==> src/hdl/bare_pkg.sv <==
package bare_pkg;

	localparam int SAMPLE_W = 24;
	localparam int CFG_W = 16;
	localparam int INDEX_W = 16;
	localparam int MEAN_W = 24;
	localparam int ERR_W = 24;
	localparam int WORD_W = 64;
	localparam int CFG_INDEX_W = 1;
	localparam int COUNT_BITS_DEF = 16;

	localparam logic [CFG_W-1:0] BLOCK_LENGTH_RST = 16'd1000;
	localparam logic [CFG_W-1:0] BLOCKS_WANTED_RST = 16'd100;

	localparam logic [CFG_INDEX_W-1:0] REG_BLOCK_LENGTH = 1'd0;
	localparam logic [CFG_INDEX_W-1:0] REG_BLOCKS_WANTED = 1'd1;

	typedef enum logic [1:0] {
		OP_DIV,
		OP_MUL,
		OP_SQRT
	} arith_op_t;

	typedef struct packed {
		logic start;
		arith_op_t op;
	} arith_req_t;

	typedef struct packed {
		logic done;
		logic rem_nz;
	} arith_rsp_t;

endpackage

==> src/hdl/bare_in_if.sv <==
interface bare_in_if import bare_pkg::*; ();
	logic valid;
	logic ready;
	logic signed [SAMPLE_W-1:0] sample;
	logic restart;

	modport source(output valid, output sample, output restart, input ready);
	modport sink(input valid, input sample, input restart, output ready);
endinterface

==> src/hdl/bare_out_if.sv <==
interface bare_out_if import bare_pkg::*; ();
	logic valid;
	logic ready;
	logic [INDEX_W-1:0] block_index;
	logic signed [MEAN_W-1:0] running_mean;
	logic [ERR_W-1:0] running_error;
	logic final_block;

	modport source(output valid, output block_index, output running_mean,
		output running_error, output final_block, input ready);
	modport sink(input valid, input block_index, input running_mean,
		input running_error, input final_block, output ready);
endinterface

==> src/hdl/bare_arith.sv <==
module bare_arith import bare_pkg::*; (
	input  logic              clk,
	input  logic              arst_n,
	input  arith_req_t        req,
	input  logic [WORD_W-1:0] a,
	input  logic [WORD_W-1:0] b,
	output arith_rsp_t        rsp,
	output logic [WORD_W-1:0] res
);

	localparam int CNT_W = $clog2(WORD_W) + 1;
	localparam int ROOT_W = WORD_W / 2;

	logic busy_q;
	logic done_q;
	arith_op_t op_q;
	logic [CNT_W-1:0] cnt_q;
	logic [WORD_W-1:0] acc_q;
	logic [WORD_W-1:0] sh_q;
	logic [WORD_W-1:0] b_q;
	logic [ROOT_W-1:0] root_q;

	logic [WORD_W:0] opa;
	logic [WORD_W:0] opb;
	logic sub;
	logic [WORD_W+1:0] sum;
	logic ge;

	// one shared add/subtract, operands steered by the running operation
	always_comb begin
		case (op_q)
			OP_DIV: begin
				opa = {acc_q, sh_q[WORD_W-1]};
				opb = {1'b0, b_q};
				sub = 1'b1;
			end
			OP_SQRT: begin
				opa = {acc_q[WORD_W-2:0], sh_q[WORD_W-1 -: 2]};
				opb = {(ROOT_W - 1)'(0), root_q, 2'b01};
				sub = 1'b1;
			end
			OP_MUL: begin
				opa = {acc_q, 1'b0};
				opb = {1'b0, (sh_q[WORD_W-1] ? b_q : WORD_W'(0))};
				sub = 1'b0;
			end
			default: begin
				opa = '0;
				opb = '0;
				sub = 1'b0;
			end
		endcase
		sum = {1'b0, opa} + (sub ? ~{1'b0, opb} : {1'b0, opb}) + (WORD_W + 2)'(sub);
		ge = !sum[WORD_W+1];
	end

	always_ff @(posedge clk or negedge arst_n) begin
		if (!arst_n) begin
			busy_q <= 1'b0;
			done_q <= 1'b0;
			op_q <= OP_DIV;
			cnt_q <= '0;
			acc_q <= '0;
			sh_q <= '0;
			b_q <= '0;
			root_q <= '0;
		end else begin
			done_q <= busy_q && !req.start && (cnt_q == CNT_W'(1));
			if (req.start) begin
				busy_q <= 1'b1;
				op_q <= req.op;
				acc_q <= '0;
				sh_q <= a;
				b_q <= b;
				root_q <= '0;
				cnt_q <= (req.op == OP_SQRT) ? CNT_W'(ROOT_W) : CNT_W'(WORD_W);
			end else if (busy_q) begin
				case (op_q)
					OP_DIV: begin
						acc_q <= ge ? sum[WORD_W-1:0] : opa[WORD_W-1:0];
						sh_q <= {sh_q[WORD_W-2:0], ge};
					end
					OP_SQRT: begin
						acc_q <= ge ? sum[WORD_W-1:0] : opa[WORD_W-1:0];
						sh_q <= {sh_q[WORD_W-3:0], 2'b00};
						root_q <= {root_q[ROOT_W-2:0], ge};
					end
					OP_MUL: begin
						acc_q <= sum[WORD_W-1:0];
						sh_q <= {sh_q[WORD_W-2:0], 1'b0};
					end
					default: begin
						acc_q <= acc_q;
					end
				endcase
				cnt_q <= cnt_q - CNT_W'(1);
				if (cnt_q == CNT_W'(1)) begin
					busy_q <= 1'b0;
				end
			end
		end
	end

	always_comb begin
		rsp.done = done_q;
		rsp.rem_nz = (acc_q != '0);
		case (op_q)
			OP_DIV: res = sh_q;
			OP_MUL: res = acc_q;
			OP_SQRT: res = WORD_W'(root_q);
			default: res = '0;
		endcase
	end

endmodule

==> src/hdl/block_average_running_error_core.sv <==
// Blocking-method running mean and statistical error over a sample stream.
// Input channel in_ch carries one signed Q8.16 sample per transfer, plus a
// restart flag that clears all totals before that sample counts.
// Output channel out_ch carries one result per completed block: block index,
// running mean (Q8.16) and its statistical error (unsigned Q8.16, 0 on the
// first block); final_block marks the last block of the run, after which
// samples are dropped until a restart.
// Configuration: cfg_we/cfg_index/cfg_data write block_length (index 0) and
// blocks_wanted (index 1); reset values 1000 and 100.
// Throughput: samples that do not close a block are taken one per cycle. A sample
// that closes a block runs the one-bit-per-cycle shared arithmetic unit (64
// steps per divide or multiply, 32 per square root): in_ch.ready stays low
// from that sample until the result is loaded into the output register, and
// out_ch.valid rises as in_ch.ready returns high.
// A held result does not block new samples; a block that finishes while the
// previous result is still stalled waits until out_ch.ready takes it.
// Reset clears all totals and counters and drops any pending result.
module block_average_running_error_core import bare_pkg::*; #(
	parameter int COUNT_BITS = COUNT_BITS_DEF
) (
	input  logic                   clk,
	input  logic                   arst_n,
	input  logic                   cfg_we,
	input  logic [CFG_INDEX_W-1:0] cfg_index,
	input  logic [CFG_W-1:0]       cfg_data,
	bare_in_if.sink                in_ch,
	bare_out_if.source             out_ch
);

	localparam int BSUM_W = SAMPLE_W + COUNT_BITS;
	localparam int SOM_W = BSUM_W + COUNT_BITS;
	localparam int K_W = COUNT_BITS + 1;

	typedef enum logic [3:0] {
		S_IDLE,
		S_MSTART,
		S_MDIV,
		S_MACC,
		S_MMUL,
		S_RSTART,
		S_RDIV,
		S_RMUL_START,
		S_RMUL,
		S_QDIV,
		S_VDIV,
		S_SQRT,
		S_DONE
	} state_t;

	state_t state_q;

	logic [CFG_W-1:0] block_length_q;
	logic [CFG_W-1:0] blocks_wanted_q;

	logic [COUNT_BITS-1:0] sib_q;
	logic [COUNT_BITS-1:0] bd_q;
	logic signed [BSUM_W-1:0] bsum_q;
	logic signed [SOM_W-1:0] som_q;
	logic [WORD_W-1:0] sosm_q;
	logic neg_q;
	logic signed [BSUM_W-1:0] mean_q;
	logic signed [SOM_W-1:0] rmean_q;
	logic [WORD_W-1:0] rsq_q;
	logic [ERR_W-1:0] err_q;

	arith_req_t req_q;
	logic [WORD_W-1:0] a_q;
	logic [WORD_W-1:0] b_q;
	arith_rsp_t rsp;
	logic [WORD_W-1:0] arith_res;

	logic out_valid_q;
	logic [INDEX_W-1:0] out_index_q;
	logic signed [MEAN_W-1:0] out_mean_q;
	logic [ERR_W-1:0] out_err_q;
	logic out_final_q;

	logic [COUNT_BITS-1:0] len;
	logic [COUNT_BITS-1:0] want;
	logic in_xfer;
	logic out_xfer;
	logic out_load;
	logic arith_go;
	arith_op_t arith_op;
	logic signed [BSUM_W-1:0] bsum_eff;
	logic signed [BSUM_W-1:0] bsum_new;
	logic [COUNT_BITS-1:0] sib_eff;
	logic [COUNT_BITS-1:0] sib_new;
	logic [COUNT_BITS-1:0] bd_eff;
	logic [COUNT_BITS-1:0] bd_inc;
	logic run_over;
	logic complete;
	logic [K_W-1:0] k;
	logic [BSUM_W-1:0] bsum_mag;
	logic [BSUM_W-1:0] mean_mag;
	logic [SOM_W-1:0] som_mag;
	logic [SOM_W-1:0] rmean_mag;
	logic [WORD_W-1:0] q_fix;
	logic [WORD_W-1:0] var_w;

	bare_arith u_arith (
		.clk   (clk),
		.arst_n(arst_n),
		.req   (req_q),
		.a     (a_q),
		.b     (b_q),
		.rsp   (rsp),
		.res   (arith_res)
	);

	always_comb begin
		len = block_length_q[COUNT_BITS-1:0];
		if (len == '0) begin
			len = COUNT_BITS'(1);
		end
		want = blocks_wanted_q[COUNT_BITS-1:0];
		if (want == '0) begin
			want = COUNT_BITS'(1);
		end
		in_xfer = in_ch.valid && in_ch.ready;
		out_xfer = out_valid_q && out_ch.ready;
		out_load = (state_q == S_DONE) && (!out_valid_q || out_ch.ready);
		bsum_eff = in_ch.restart ? BSUM_W'(0) : bsum_q;
		sib_eff = in_ch.restart ? COUNT_BITS'(0) : sib_q;
		bd_eff = in_ch.restart ? COUNT_BITS'(0) : bd_q;
		bsum_new = bsum_eff + BSUM_W'(in_ch.sample);
		sib_new = sib_eff + COUNT_BITS'(1);
		run_over = (bd_eff >= want);
		complete = (sib_new == '0) || (sib_new >= len);
		bd_inc = bd_q + COUNT_BITS'(1);
		k = K_W'(bd_q) + K_W'(1);
		bsum_mag = bsum_q[BSUM_W-1] ? BSUM_W'(-bsum_q) : BSUM_W'(bsum_q);
		mean_mag = mean_q[BSUM_W-1] ? BSUM_W'(-mean_q) : BSUM_W'(mean_q);
		som_mag = som_q[SOM_W-1] ? SOM_W'(-som_q) : SOM_W'(som_q);
		rmean_mag = rmean_q[SOM_W-1] ? SOM_W'(-rmean_q) : SOM_W'(rmean_q);
		// floor toward minus infinity for a negative dividend
		q_fix = neg_q ? (rsp.rem_nz ? ~arith_res : WORD_W'(0) - arith_res) : arith_res;
		var_w = arith_res - rsq_q;
		arith_go = 1'b0;
		arith_op = OP_DIV;
		case (state_q)
			S_MSTART, S_RSTART: begin
				arith_go = 1'b1;
			end
			S_MACC, S_RMUL_START: begin
				arith_go = 1'b1;
				arith_op = OP_MUL;
			end
			S_RMUL, S_QDIV: begin
				arith_go = rsp.done;
			end
			S_VDIV: begin
				arith_go = rsp.done;
				arith_op = OP_SQRT;
			end
			default: begin
				arith_go = 1'b0;
			end
		endcase
	end

	always_ff @(posedge clk or negedge arst_n) begin
		if (!arst_n) begin
			state_q <= S_IDLE;
			block_length_q <= BLOCK_LENGTH_RST;
			blocks_wanted_q <= BLOCKS_WANTED_RST;
			sib_q <= '0;
			bd_q <= '0;
			bsum_q <= '0;
			som_q <= '0;
			sosm_q <= '0;
			neg_q <= 1'b0;
			mean_q <= '0;
			rmean_q <= '0;
			rsq_q <= '0;
			err_q <= '0;
			req_q <= '{start: 1'b0, op: OP_DIV};
			a_q <= '0;
			b_q <= '0;
			out_valid_q <= 1'b0;
			out_index_q <= '0;
			out_mean_q <= '0;
			out_err_q <= '0;
			out_final_q <= 1'b0;
		end else begin
			req_q <= '{start: arith_go, op: arith_op};
			if (out_xfer && !out_load) begin
				out_valid_q <= 1'b0;
			end
			if (cfg_we) begin
				case (cfg_index)
					REG_BLOCK_LENGTH: block_length_q <= cfg_data;
					REG_BLOCKS_WANTED: blocks_wanted_q <= cfg_data;
					default: block_length_q <= block_length_q;
				endcase
			end
			case (state_q)
				S_IDLE: begin
					if (in_xfer) begin
						if (in_ch.restart) begin
							som_q <= '0;
							sosm_q <= '0;
						end
						bd_q <= bd_eff;
						if (run_over) begin
							bsum_q <= bsum_eff;
							sib_q <= sib_eff;
						end else begin
							bsum_q <= bsum_new;
							sib_q <= complete ? COUNT_BITS'(0) : sib_new;
							if (complete) begin
								state_q <= S_MSTART;
							end
						end
					end
				end
				S_MSTART: begin
					a_q <= WORD_W'(bsum_mag);
					b_q <= WORD_W'(len);
					neg_q <= bsum_q[BSUM_W-1];
					bsum_q <= '0;
					state_q <= S_MDIV;
				end
				S_MDIV: begin
					if (rsp.done) begin
						mean_q <= q_fix[BSUM_W-1:0];
						state_q <= S_MACC;
					end
				end
				S_MACC: begin
					som_q <= som_q + SOM_W'(mean_q);
					a_q <= WORD_W'(mean_mag);
					b_q <= WORD_W'(mean_mag);
					state_q <= S_MMUL;
				end
				S_MMUL: begin
					if (rsp.done) begin
						sosm_q <= sosm_q + arith_res;
						state_q <= S_RSTART;
					end
				end
				S_RSTART: begin
					a_q <= WORD_W'(som_mag);
					b_q <= WORD_W'(k);
					neg_q <= som_q[SOM_W-1];
					state_q <= S_RDIV;
				end
				S_RDIV: begin
					if (rsp.done) begin
						rmean_q <= q_fix[SOM_W-1:0];
						if (bd_q == '0) begin
							err_q <= '0;
							state_q <= S_DONE;
						end else begin
							state_q <= S_RMUL_START;
						end
					end
				end
				S_RMUL_START: begin
					a_q <= WORD_W'(rmean_mag);
					b_q <= WORD_W'(rmean_mag);
					state_q <= S_RMUL;
				end
				S_RMUL: begin
					if (rsp.done) begin
						rsq_q <= arith_res;
						a_q <= sosm_q;
						b_q <= WORD_W'(k);
						state_q <= S_QDIV;
					end
				end
				S_QDIV: begin
					if (rsp.done) begin
						// negative variance clamps to zero
						a_q <= var_w[WORD_W-1] ? WORD_W'(0) : var_w;
						b_q <= WORD_W'(bd_q);
						state_q <= S_VDIV;
					end
				end
				S_VDIV: begin
					if (rsp.done) begin
						a_q <= arith_res;
						state_q <= S_SQRT;
					end
				end
				S_SQRT: begin
					if (rsp.done) begin
						err_q <= arith_res[ERR_W-1:0];
						state_q <= S_DONE;
					end
				end
				S_DONE: begin
					if (out_load) begin
						out_valid_q <= 1'b1;
						out_index_q <= INDEX_W'(bd_q);
						out_mean_q <= rmean_q[MEAN_W-1:0];
						out_err_q <= err_q;
						out_final_q <= (bd_inc >= want) || (bd_inc == '0);
						bd_q <= (bd_inc == '0) ? want : bd_inc;
						state_q <= S_IDLE;
					end
				end
				default: begin
					state_q <= S_IDLE;
				end
			endcase
		end
	end

	assign in_ch.ready = (state_q == S_IDLE);
	assign out_ch.valid = out_valid_q;
	assign out_ch.block_index = out_index_q;
	assign out_ch.running_mean = out_mean_q;
	assign out_ch.running_error = out_err_q;
	assign out_ch.final_block = out_final_q;

endmodule

==> src/flat_wrapper.sv <==
// flat-port wrapper written by rule: the top's interface ports become plain ports
module block_average_running_error_core_flat import bare_pkg::*;
#(
	parameter int COUNT_BITS = COUNT_BITS_DEF
)
  (clk, arst_n, cfg_we, cfg_index, cfg_data, in_ch_valid, in_ch_sample, in_ch_restart, in_ch_ready, out_ch_valid, out_ch_block_index, out_ch_running_mean, out_ch_running_error, out_ch_final_block, out_ch_ready);
  bare_in_if in_ch_i ();
  bare_out_if out_ch_i ();
  input  logic clk;
  input  logic arst_n;
  input  logic cfg_we;
  input  logic [CFG_INDEX_W-1:0] cfg_index;
  input  logic [CFG_W-1:0] cfg_data;
  input wire logic [$bits(in_ch_i.valid)-1:0] in_ch_valid;
  input wire logic [$bits(in_ch_i.sample)-1:0] in_ch_sample;
  input wire logic [$bits(in_ch_i.restart)-1:0] in_ch_restart;
  output wire logic [$bits(in_ch_i.ready)-1:0] in_ch_ready;
  output wire logic [$bits(out_ch_i.valid)-1:0] out_ch_valid;
  output wire logic [$bits(out_ch_i.block_index)-1:0] out_ch_block_index;
  output wire logic [$bits(out_ch_i.running_mean)-1:0] out_ch_running_mean;
  output wire logic [$bits(out_ch_i.running_error)-1:0] out_ch_running_error;
  output wire logic [$bits(out_ch_i.final_block)-1:0] out_ch_final_block;
  input wire logic [$bits(out_ch_i.ready)-1:0] out_ch_ready;
  assign in_ch_i.valid = in_ch_valid;
  assign in_ch_i.sample = in_ch_sample;
  assign in_ch_i.restart = in_ch_restart;
  assign in_ch_ready = in_ch_i.ready;
  assign out_ch_valid = out_ch_i.valid;
  assign out_ch_block_index = out_ch_i.block_index;
  assign out_ch_running_mean = out_ch_i.running_mean;
  assign out_ch_running_error = out_ch_i.running_error;
  assign out_ch_final_block = out_ch_i.final_block;
  assign out_ch_i.ready = out_ch_ready;
  block_average_running_error_core #(.COUNT_BITS(COUNT_BITS)) u_core (.clk(clk), .arst_n(arst_n), .cfg_we(cfg_we), .cfg_index(cfg_index), .cfg_data(cfg_data), .in_ch(in_ch_i), .out_ch(out_ch_i));
endmodule
==> config.mk <==
export PLATFORM = sky130hd
export DESIGN_NAME = block_average_running_error_core_flat
export DESIGN_NICKNAME = d
export VERILOG_FILES = /design/src/hdl/bare_pkg.sv /design/src/hdl/bare_in_if.sv /design/src/hdl/bare_out_if.sv /design/src/hdl/bare_arith.sv /design/src/hdl/block_average_running_error_core.sv /design/src/flat_wrapper.sv
export SDC_FILE = /design/constraint.sdc
export NUM_CORES = 2
export LEC_CHECK = 0
export ABC_AREA = 1
export BUFFER_PORTS_ARGS = -buffer_cell sky130_fd_sc_hd__buf_2
export CAP_MARGIN = 10
export CELL_PAD_IN_SITES_DETAIL_PLACEMENT = 0
export CELL_PAD_IN_SITES_GLOBAL_PLACEMENT = 1
export CORE_MARGIN = 4
export CORE_UTILIZATION = 50
export CTS_CLUSTER_SIZE = 16
export DETAILED_ROUTE_END_ITERATION = 10
export PLACE_DENSITY_LB_ADDON = 0.1
export SYNTH_ARGS = -nofsm -noshare
export SYNTH_HDL_FRONTEND = slang
export SYNTH_SLANG_ARGS = --single-unit
==> constraint.sdc <==
create_clock -name clk -period 6.05 [get_ports clk]
set_input_delay 1.21 -clock clk [delete_from_list [all_inputs] [get_ports clk]]
set_output_delay 1.21 -clock clk [all_outputs]
set_load 0.1 [all_outputs]
### Word level (Yosys, flattened, before mapping)

Index checks and enable logic that the tools add are counted.

| storage, ports and cells | value |
|---|---|
| flip-flop bits (word level) | 845 |

| operators by class | value |
|---|---|
| order comparisons | 3 |
| $add $sub $neg | 15 |
| reductions and logical operators | 55 |
| muxes and demuxes | 80 |
| equal/unequal tests | 29 |
| bitwise logic cells | 3 |

Operator list:

| cell | number |
|---|---|
| 64-bit 2-to-1 mux | 14 |
| 64-bit one-hot mux with 3 select lines | 3 |
| 64-bit one-hot mux with 7 select lines | 1 |
| 64-bit one-hot mux with 6 select lines | 1 |
| 56-bit 2-to-1 mux | 6 |
| 64-bit one-hot mux with 2 select lines | 2 |
| 40-bit 2-to-1 mux | 5 |
| 65-bit one-hot mux with 3 select lines | 1 |
| 16-bit 2-to-1 mux | 9 |
| 56-bit negator | 2 |
| 56-bit one-hot mux with 2 select lines | 1 |
| 32-bit 2-to-1 mux | 3 |
| 16-bit zero test | 5 |
| 40-bit negator | 2 |
| 40-bit one-hot mux with 2 select lines | 1 |
| 24-bit 2-to-1 mux | 3 |
| 65-bit by 66-bit adder with 66-bit output | 1 |
| 66-bit by 1-bit adder with 66-bit output | 1 |
| 66-bit 2-to-1 mux | 1 |
| 65-bit inverter with 66-bit output | 1 |
| 64-bit adder | 1 |
| 64-bit nonzero test | 1 |
| 64-bit subtractor | 1 |
| 63-bit 2-to-1 mux | 1 |
| other kinds (43) | 118 |

### Depth between registers and ports, before layout

| logic depth | value |
|---|---|
| depth after elaboration | 10 |
| mapped depth | 30 |

### Modules after synthesis

A second synthesis with hierarchy kept.

| second synthesis, totals | value |
|---|---|
| cell total of the unflattened synthesis | 11833 |
| area, all modules | 72884.9 um^2 |

Modules (own cells, without submodules):

| module | cells each | area each (um^2) | instances |
|---|---|---|---|
| block_average_running_error_core | 8860 | 53679.0 | 1 |
| bare_arith | 2973 | 19205.9 | 1 |

### Worst setup path after synthesis

OpenSTA, ideal clock, no wires.

| timing path | value |
|---|---|
| path type | input to register |
| from | input port in_ch_restart |
| to | register u_core.state_q[3] |
| stages | 23 |
| path buffers | 3 |
| arrival | 4.149 ns |
| required time | 5.983 ns |
| setup time | 0.067 ns |
| slack | 1.834 ns |
| path through | buf_6 > clkbuf_1 > clkbuf_1 > nor2_1 > ha_1 > nand3_1 > nor2_2 > nand2_2 > nor2_4 > xor2_1 > inv_1 > ha_1 > nand2_1 > nor2_1 > a211oi_1 > o2111ai_1 > nor2_1 > nand2_1 > nand2_2 > nand2_2 > nand2_2 > nand2_1 > nand2_1 |

| between the ends | value |
|---|---|
| word-level cells in the longest chain between the ends | 6 |

Ends and longest elaborated chain:

| element | RTL line | source |
|---|---|---|
| start: declaration | flat_wrapper.sv:16 | `input wire logic [$bits(in_ch_i.restart)-1:0] in_ch_restart;` |
| 16-bit 2-to-1 mux | block_average_running_error_core.sv:124 | `sib_eff = in_ch.restart ? COUNT_BITS'(0) : sib_q;` |
| 16-bit by 1-bit adder with 16-bit output | block_average_running_error_core.sv:127 | `sib_new = sib_eff + COUNT_BITS'(1);` |
| 16-bit >= comparator or 16-bit zero test (tied branches) | block_average_running_error_core.sv:129 | `complete = (sib_new == '0) \|\| (sib_new >= len);` |
| 1-bit logical OR | block_average_running_error_core.sv:129 |  |
| 2-bit inequality test (no source line) | -- |  |
| 11-bit AND reduction (no source line) (*) | -- |  |
| end signal: assignment | block_average_running_error_core.sv:164 | `state_q <= S_IDLE;` |
| end signal: assignment | block_average_running_error_core.sv:212 | `state_q <= S_MSTART;` |
| end signal: assignment | block_average_running_error_core.sv:222 | `state_q <= S_MDIV;` |
| end: declaration | block_average_running_error_core.sv:50 | `state_t state_q;` |

Mark *: on every way between the ends. The rest lies on a longest branch, timed or not.
A chain may end at the register's enable or synchronous reset.

### Worst setup path in the final report

| timing path | value |
|---|---|
| from | register u_core.u_arith.op_q[1] |
| to | register u_core.a_q[62] |

| between the ends | value |
|---|---|
| word-level cells in the longest chain between the ends | 6 |

Ends and longest elaborated chain:

| element | RTL line | source |
|---|---|---|
| start: declaration | bare_arith.sv:16 | `arith_op_t op_q;` |
| start signal: assignment | bare_arith.sv:71 | `op_q <= req.op;` |
| 2-bit == test, or another cell as far along | bare_arith.sv:107 | `case (op_q)` |
| 64-bit one-hot mux with 3 select lines (*) | bare_arith.sv:107 |  |
| 64-bit subtractor | block_average_running_error_core.sv:138 | `var_w = arith_res - rsq_q;` |
| 63-bit 2-to-1 mux | block_average_running_error_core.sv:275 | `a_q <= var_w[WORD_W-1] ? WORD_W'(0) : var_w;` |
| 64-bit 2-to-1 mux | block_average_running_error_core.sv:273 | `if (rsp.done) begin` |
| 64-bit one-hot mux with 7 select lines (*) | block_average_running_error_core.sv:197 | `case (state_q)` |
| end signal: assignment | block_average_running_error_core.sv:267 | `a_q <= sosm_q;` |
| end signal: assignment | block_average_running_error_core.sv:275 |  |
| end signal: assignment | block_average_running_error_core.sv:282 | `a_q <= arith_res;` |
| end: declaration | block_average_running_error_core.sv:67 | `logic [WORD_W-1:0] a_q;` |

Mark *: on every way between the ends. The rest lies on a longest branch, timed or not. The select of a mux whose other input is x is not followed.

==> metrics.yaml <==
outcome: "completed"
drtIter0Drc: 11400
worstPathRequired_ns: 6.72
grt_util_met3_pct: 14.4
core.rowCount: 138
drv_cap: 0
totalNegativeSetupSlack_ns: 0
dp_cells: 13100
use_met1_pct: 58.4
nets: 11700
die_area_mm2: 0.149
max-slew-margin-rel_pct: 15.7
post-route-min-period_ns: 5.33
coreArea_mm2: 0.142
totalWireLength_mm: 345
crit_chain: "inv_1 > ha_2 > buf_4 > buf_4 > nand2_1 > nand3_2 > nand2_4 > ha_1 > fa_1 > inv_1 > nand3_1 > nand2_1 > a21oi_1 > o21ai_0 > nand2_1 > nand2_1 > nand3_1 > nand3_1 > nand2_1 > o21bai_1 > nand2_1 > nand2_1"
wl_per_cell_um: 26.0
ant_nets: 0
fin_crit_sh_pct: 88.1
fill_cells: 14500
cp-end-kind: "register"
globalRoute.totalOverflow: 0
synth_warnings: 0
cp-startpoint: "u_core.u_arith.op_q[1]"
syn_nets: 11700
cp_num_cells: 22
netlist-cell-type-count: 68
stdcell_area_mm2: 0.0777
top_usage_layer: "met2"
syn_inst: 11300
grtUsageTotal_pct: 45.1
rr_worst_depth: 22
drive_gt1_share_pct: 5.69
r2r_slack_ns: 0.72
r2r-start: "u_core.u_arith.op_q[1]"
placed_cell_area_mm2: 0.0741
start_kind: "register"
antenna_found_initial: 14
port_buffers: 113
worstSetupPathType: "reg -> reg"
async_flop_share_pct: 100
layout-area-overhead-vs-synth_pct: 9.02
cts_tree: "done"
die_y_um: 386
dp_hpwl_mm: 276
synth_top_cell_area_share_pct: 28.8
cts_max_level: 3
cts_sinks: 829
grt_pass1_wl_mm: 498
clock_skew_ns: 0.0866
grt_start_max_net_pins: 143
clkLatencyLatePin_ns: 0.80
timing.rr.end: "u_core.a_q[62]"
cp.arrival_ns: 6.00
hold_viol: 0
post-route-util_pct: 54.9
first_pass_iters: 9
synth-main-ff-cell: "dfrtp_1"
drv_slew: 0
layout_common_cells: "3,086 x nand2_1, 1,527 x inv_1, 1,250 x nor2_1"
cts_setup_buffers: 0
path_clk_slew_ns: 0.08
cts.path.max_buffers: 3
final_common_cell: "nand2_1"
start_util_pct: 50.3
synth_seq_cells: 829
dr_total_vias: 81200
synth_area_leader_cell: "dfrtp_1"
hold_class: "in -> async"
cpMostUsedCell: "nand2_1"
netlist_area_mm2: 0.0713
numCtsBuffers: 99
setup_violations: 0
io-pin-count: 114
syn_area_per_cell_um2: 6.32
crit_end: "u_core.a_q[62]"
gp_congestion: 1.15
vias_per_cell: 6.11
rsz0062_at_grt: "no"
drc: 0
cts_resized: 0
die_w_um: 386
cpPeakStageDelay_ns: 0.84
critPathMaxFanout: 41
seq_area_frac_synth_pct: 29.1
path_buf_inv: 4
crit_family: "simple AND/OR/NAND/NOR gates"
synth_edf_count: 0
synth_area_leaders: "dfrtp_1 29%, nand2_1 16%, inv_1 8.0%, o21ai_0 7.2%, nor2_1 6.6%"
layout.cells.non_filler: 13300
max_freq_mhz: 188
use_met2_pct: 64.3
grt_pass1_vias: 74600
ctsHoldBuffers: 0
tightest_slew_ns: 1.26
slowest_stage: "o21ai_0"
cts_root_buf: "clkbuf_16"
metal layers:
metal	part of all wire, %	vias up
met5	0.020	-
met4	8.3	10
met3	13	1154
met2	40	5286
met1	39	37800
li1	-	36900
worst min path at each step:
stage / cells past startpoint / start / end / slack (ns)
2_1_floorplan: 2 / u_core.u_arith.b_q[1] / u_core.u_arith.b_q[1] / 0.44
6_report: 1 / arst_n / u_core.u_arith.acc_q[63] / 0.42
5_1_grt: 1 / arst_n / u_core.u_arith.acc_q[63] / 0.47
3_3_place_gp: 2 / u_core.u_arith.b_q[52] / u_core.u_arith.b_q[52] / 0.46
4_1_cts: 1 / arst_n / u_core.u_arith.acc_q[63] / 0.44
3_5_place_dp: 2 / u_core.u_arith.b_q[52] / u_core.u_arith.b_q[52] / 0.46
flip-flops by register name, indices dropped and copies added, names as in the netlist, 32 cells and up:
name,flops
u_core.rsq_q,64
u_core.b_q,56
u_core.som_q,56
u_core.mean_q,40
u_core.bsum_q,40
u_core.rmean_q,56
u_core.sosm_q,64
u_core.u_arith.b_q,56
u_core.u_arith.sh_q,64
u_core.u_arith.acc_q,64
u_core.u_arith.root_q,32
u_core.a_q,64
synthesized netlist by cell type, drive strengths merged (8+ instances only):
cell / instances
a211oi: 17
a21boi: 28
a21o: 60
a21oi: 661
a221oi: 16
a22oi: 22
a31oi: 50
and2: 9
and3: 8
buf: 115
clkbuf: 247
clkinv: 9
dfrtp: 820
dfstp: 9
ha: 359
inv: 1571
nand2: 3133
nand3: 652
nand3b: 23
nand4: 136
nor2: 1286
nor3: 148
nor4: 38
o2111ai: 11
o211ai: 57
o21a: 24
o21ai: 1098
o21bai: 68
o221ai: 56
o22ai: 214
o31ai: 10
or2: 24
xnor2: 54
xor2: 214
cell type report:
class	count	area, µm²	area share [%]
Timing Repair Buffer	279	1980	2.55
Sequential cell	829	20800	26.7
Antenna cell	6	15.0	0.0193
Multi-Input combinational cell	8508	43100	55.5
Clock inverter	48	683	0.879
Inverter	1580	5930	7.64
Clock buffer	137	2820	3.63
Tap cell	1890	2360	3.04
stage by stage:
step | hold WS, ns | setup slack, ns
floorplan | 0.442 | 1.83
global placement | 0.456 | 0.973
detailed placement | 0.459 | 0.989
CTS | 0.444 | 0.962
global route | 0.473 | 0.524
finish | 0.418 | 0.721
worst reg2reg max path, delay by kind of cell, from the launching register on:
family                     cells  cell delay [ns]
DFF                            1             0.41
and+or+nand+nor               12             1.58
AOI/OAI and AO/OA              3             1.29
adders and majority gates      3             0.97
buffers and inverters          4             1.05
logic make-up after synthesis:
group / Yosys count / synth area share, %
flops: 829 / 29.1
mux: 2 / 0.0298
simple gates: 5465 / 31.6
fa+ha+maj: 364 / 6.44
compound gates: 2409 / 19.0
buf+inv: 1942 / 10.6
xor+xnor: 268 / 3.29
Power is not shown: default switching activity piles up to over one toggle a cycle in this logic, so the estimate is an artifact.
